### src/rtl/ia_pkg.sv
package ia_pkg;

	// default operand width
	localparam int IA_WIDTH_DEF = 32;

	// per-stage advance enables handed to the corner multipliers
	typedef struct packed {
		logic s2;
		logic s3;
	} ia_adv_t;

endpackage

### src/rtl/ia_mag_mul.sv
// Two-stage unsigned WIDTH x WIDTH multiply: half-word partial products, then sum.
module ia_mag_mul import ia_pkg::*; #(
	parameter int WIDTH = IA_WIDTH_DEF
) (
	input  logic               clk,
	input  ia_adv_t            adv,
	input  logic [WIDTH-1:0]   x,
	input  logic [WIDTH-1:0]   y,
	output logic [2*WIDTH-1:0] prod
);

	localparam int LW = (WIDTH + 1) / 2;
	localparam int HW = WIDTH - LW;
	localparam int PW = 2 * WIDTH;

	logic [LW-1:0]      x0, y0;
	logic [HW-1:0]      x1, y1;
	logic [2*LW-1:0]    pp00_s2;
	logic [WIDTH-1:0]   pp01_s2, pp10_s2;
	logic [2*HW-1:0]    pp11_s2;
	logic [PW-1:0]      prod_s3;

	assign x0 = x[LW-1:0];
	assign x1 = x[WIDTH-1:LW];
	assign y0 = y[LW-1:0];
	assign y1 = y[WIDTH-1:LW];

	always_ff @(posedge clk) begin
		if (adv.s2) begin
			pp00_s2 <= {{LW{1'b0}}, x0} * {{LW{1'b0}}, y0};
			pp01_s2 <= {{HW{1'b0}}, x0} * {{LW{1'b0}}, y1};
			pp10_s2 <= {{LW{1'b0}}, x1} * {{HW{1'b0}}, y0};
			pp11_s2 <= {{HW{1'b0}}, x1} * {{HW{1'b0}}, y1};
		end
	end

	always_ff @(posedge clk) begin
		if (adv.s3) begin
			prod_s3 <= {{(PW-2*LW){1'b0}}, pp00_s2}
				+ ({{(PW-WIDTH){1'b0}}, pp01_s2} << LW)
				+ ({{(PW-WIDTH){1'b0}}, pp10_s2} << LW)
				+ {pp11_s2, {(2*LW){1'b0}}};
		end
	end

	assign prod = prod_s3;

endmodule

### config.mk
export PLATFORM = sky130hd
export DESIGN_NAME = ia_mag_mul
export DESIGN_NICKNAME = d
export VERILOG_FILES = /design/src/rtl/ia_pkg.sv /design/src/rtl/ia_mag_mul.sv
export SDC_FILE = /design/constraint.sdc
export NUM_CORES = 2
export LEC_CHECK = 0
export ABC_AREA = 1
export CORE_ASPECT_RATIO = 1.2
export CORE_UTILIZATION = 45
export CTS_CLUSTER_SIZE = 28
export DETAILED_ROUTE_END_ITERATION = 8
export DONT_BUFFER_PORTS = 1
export PLACE_DENSITY = 0.69
export SLEW_MARGIN = 30
export SYNTH_ARGS = -nofsm -noshare
export SYNTH_HDL_FRONTEND = slang
export SYNTH_SLANG_ARGS = --single-unit
### constraint.sdc
create_clock -name clk -period 7.8 [get_ports clk]
set_clock_uncertainty 0.2 [all_clocks]
set_input_delay 1.95 -clock clk [delete_from_list [all_inputs] [get_ports clk]]
set_output_delay 1.95 -clock clk [all_outputs]
set_load 0.01 [all_outputs]
==> key figures <==
Status
  – Status: complete, no violations

Clock network
  – Postcts setup bufs: 0
  – Reg clk slew, reported paths: 0.08 ns
  – Clock Tree Buf Depth: 2
  – Post-cts resize count: 0
  – # hold bufs at CTS: 0
  – Clk_lat worst skew: 0.52 ns
  – TritonCTS clock tree: done
  – Clock sinks: 192
  – Root buffer cell: clkbuf_16
  – H-tree depth: 4
  – Cts bufs inserted: 17

Synth
  – Synth unique cells: 33
  – Ys async rst share: 0%
  – Area share of the largest cell type after synthesis: 35.2%
  – Simple-gate share of the synthesized area: 19.7%
  – Seq cells post-synth: 192
  – Adder-cell share of the synthesized area: 47.3%
  – Compound-Gate Fraction of Synth Area: 3.10%
  – Multiplexer share of the synthesized area: 0%
  – Synth Flop Type: edfxtp_1
  – Main combinational cell family by area after synthesis: adder cells
  – Synth Warn #: 0
  – Yosys top cell by area: fa_1
  – Gate Count Post-Synth: 5986
  – Top cells by area, synth: fa_1 35%, nand2_1 15%, inv_1 14%
  – Post-synth EDFFs: 192
  – Cell Area, Synth: 0.0461 mm^2
  – Syn avg cell area: 7.70 um^2
  – Register area share after synthesis: 12.5%
  – Synth Area in XOR/XNOR: 1.77%
  – Post-Syn Nets: 7310

Critical path
  – Critical R2R Launch: pp00_s2[17]$_DFFE_PP_
  – Worst Path Required: 7.85 ns
  – Critical path, cell by cell: nand2_1 > inv_1 > fa_1 > inv_1 > fa_1 > inv_1 > fa_1 > fa_1 > fa_1 > inv_1 > fa_1 > inv_1 > ha_1 > nand2_1 > inv_1 > nand2_1 > nor3_1 > nand3_1 > nand4_1 > nand2_1
  – Setup CP Type: in2reg
  – Flop2flop setup slack: 4.20 ns
  – Delay-heaviest family, CP: adder cells
  – Worst path arrival time: 6.82 ns
  – R2R depth: 12
  – Slowest-stage cell, CP: fa_1
  – Crit path launch type: primary input
  – CP max FO: 32
  – Critical path depth: 20
  – CP endpoint kind: register
  – Critical Path Max Stage Delay: 0.52 ns
  – Worst path bufs/invs: 6
  – Worst reg2reg endpoint: prod[61]$_DFFE_PP_

GRT
  – Initial antenna violation count: 5
  – Grt ovf: 0
  – First-pass GRT wire length: 208 mm
  – Pin count of the biggest net entering global routing: 129
  – Gr usage total: 25.9%
  – Number of global-route vias before repair: 38500

Floorplan
  – Io pins: 131
  – Initial Utilization: 45.4%
  – Die area: 0.104 mm^2
  – Core Area: 0.102 mm^2
  – Cell Rows: 128
  – Die X: 294 um
  – Die span in y: 352 um

Hold path
  – Worst min-delay path startpoint: pp00_s2[13]$_DFFE_PP_
  – Class of the worst hold path: reg2reg
  – Worst Hold End: prod[13]$_DFFE_PP_
  – Hold path cells: 0

STA
  – Fmax: 148 MHz
  – RSZ-0062 raised after global routing: no
  – Setup WS post-layout: 1.03 ns
  – Setup_tns: 0 ns
  – Relative slew margins: 52.3%
  – Tightest Pin Transition: 0.713 ns
  – Tmin final: 6.77 ns
  – Fin. Hold Viols: 0
  – Slew Limit Fails: 0
  – Final period util: 86.8%
  – Setup-failing EPs final: 0

Final layout
  – Area Growth Syn to Fin: 3.55%
  – Nets: 7139
  – Core Util, Final: 47.0%
  – Share of post-route cells with drive strength above 1: 1.53%
  – Fill cells: 10200

Route
  – DRT antenna net count: 0
  – Avg Vias per Cell: 5.05
  – Final WL: 129 mm
  – DRC Markers: 0
  – 1st-pass router iterations: 6
  – Via Count: 36300
  – Avg WL per Cell: 18.0 um
  – Initial DRC count: 2656

Placed design
  – Pre-CTS WS: 0.524 ns
  – GPL Wtd Cong: 0.943
  – HPWL Detailed: 103 mm
  – I/O Buffers: 0

Run
  – Max-Cap Viols: 0
[cell usage after synthesis (10+ instances only)]
cell type     n
a21o_1       10
a21oi_1     149
clkbuf_1    192
edfxtp_1    192
fa_1        809
ha_1        448
inv_1      1715
nand2_1    1805
nand2_2      13
nand3_1     133
nand4_1      53
nor2_1      184
nor2_2       19
nor3_1       36
o21a_1       10
o21ai_0      74
xnor2_1      17
xor2_1       76
[through the flow]
stage | hold WS (ns) | std cells | area (um^2)
2_1_floorplan | 0.200 | 5986 | 46100
3_3_place_gp | 0.201 | 7161 | 47100
3_5_place_dp | 0.205 | 7161 | 47100
4_1_cts | 0.220 | 7193 | 47700
5_1_grt | 0.232 | 7193 | 47700
6_report | 0.226 | 7194 | 47700
[registers in the layout, summed over array words and instances (netlist names)]
| register | cells |
|---|---|
| pp01_s2 | 32 |
| pp10_s2 | 32 |
| prod | 64 |
| pp11_s2 | 32 |
| pp00_s2 | 32 |
[worst max-delay path by stage]
stage / startpoint / endpoint
2_1_floorplan: y[1] / pp00_s2[29]$_DFFE_PP_
3_3_place_gp: y[4] / pp00_s2[25]$_DFFE_PP_
3_5_place_dp: y[4] / pp00_s2[25]$_DFFE_PP_
4_1_cts: y[4] / pp00_s2[25]$_DFFE_PP_
5_1_grt: y[4] / pp00_s2[25]$_DFFE_PP_
6_report: y[4] / pp00_s2[25]$_DFFE_PP_
[layout by cell type, fill, tap and decap left out, drive strengths merged, types with 17 or more instances in the layout]
cell type / n
nand4: 53
ha: 448
nor2: 209
inv: 1725
edfxtp: 192
nor3: 39
xor2: 76
fa: 809
xnor2: 17
nand3: 140
clkbuf: 17
nand2: 1818
o21ai: 74
a21oi: 149
[worst reg2reg max path: cells and delay by family (launching register included)]
family | cells | cell delay [ns]
flip-flops | 1 | 0.49
AO/OA/AOI/OAI | 1 | 0.33
adder cells (fa/ha/maj) | 3 | 1.34
AND/OR/NAND/NOR | 6 | 0.75
buffers and inverters | 2 | 0.23
[per-layer routing]
metal | global-route usage, % | share of wire [%] | routed length, um | up-vias
li1 | - | - | - | 17000
met1 | 32.9 | 41 | 52600 | 17800
met2 | 44.4 | 48 | 62600 | 1270
met3 | 5.02 | 8.0 | 10400 | 233
met4 | 7.50 | 3.0 | 3900 | 6
met5 | 0 | 0.029 | 37 | -
[cells by family after synthesis]
logic type	count (synthesis)
xor gates and xnor gates	93
and+or+nand+nor	2270
adders and majority gates	1257
AOI/OAI and AO/OA	264
DFF	192
buffers and inverters	1910
[final cells by class]
cell class	count	area, um^2	share of cell area (%)
antenna	1	2.50	0.00525
clock buffer	17	425	0.892
clock inverter	15	205	0.430
inverter	1718	6450	13.5
multi-input combinational	3884	33100	69.5
sequential	192	5770	12.1
tap	1365	1710	3.58
timing repair buffer	2	15.0	0.0315
Power is left out: the tool's default activity adds up to more than one toggle a clock period on the data nets, which glitch-free logic cannot reach.
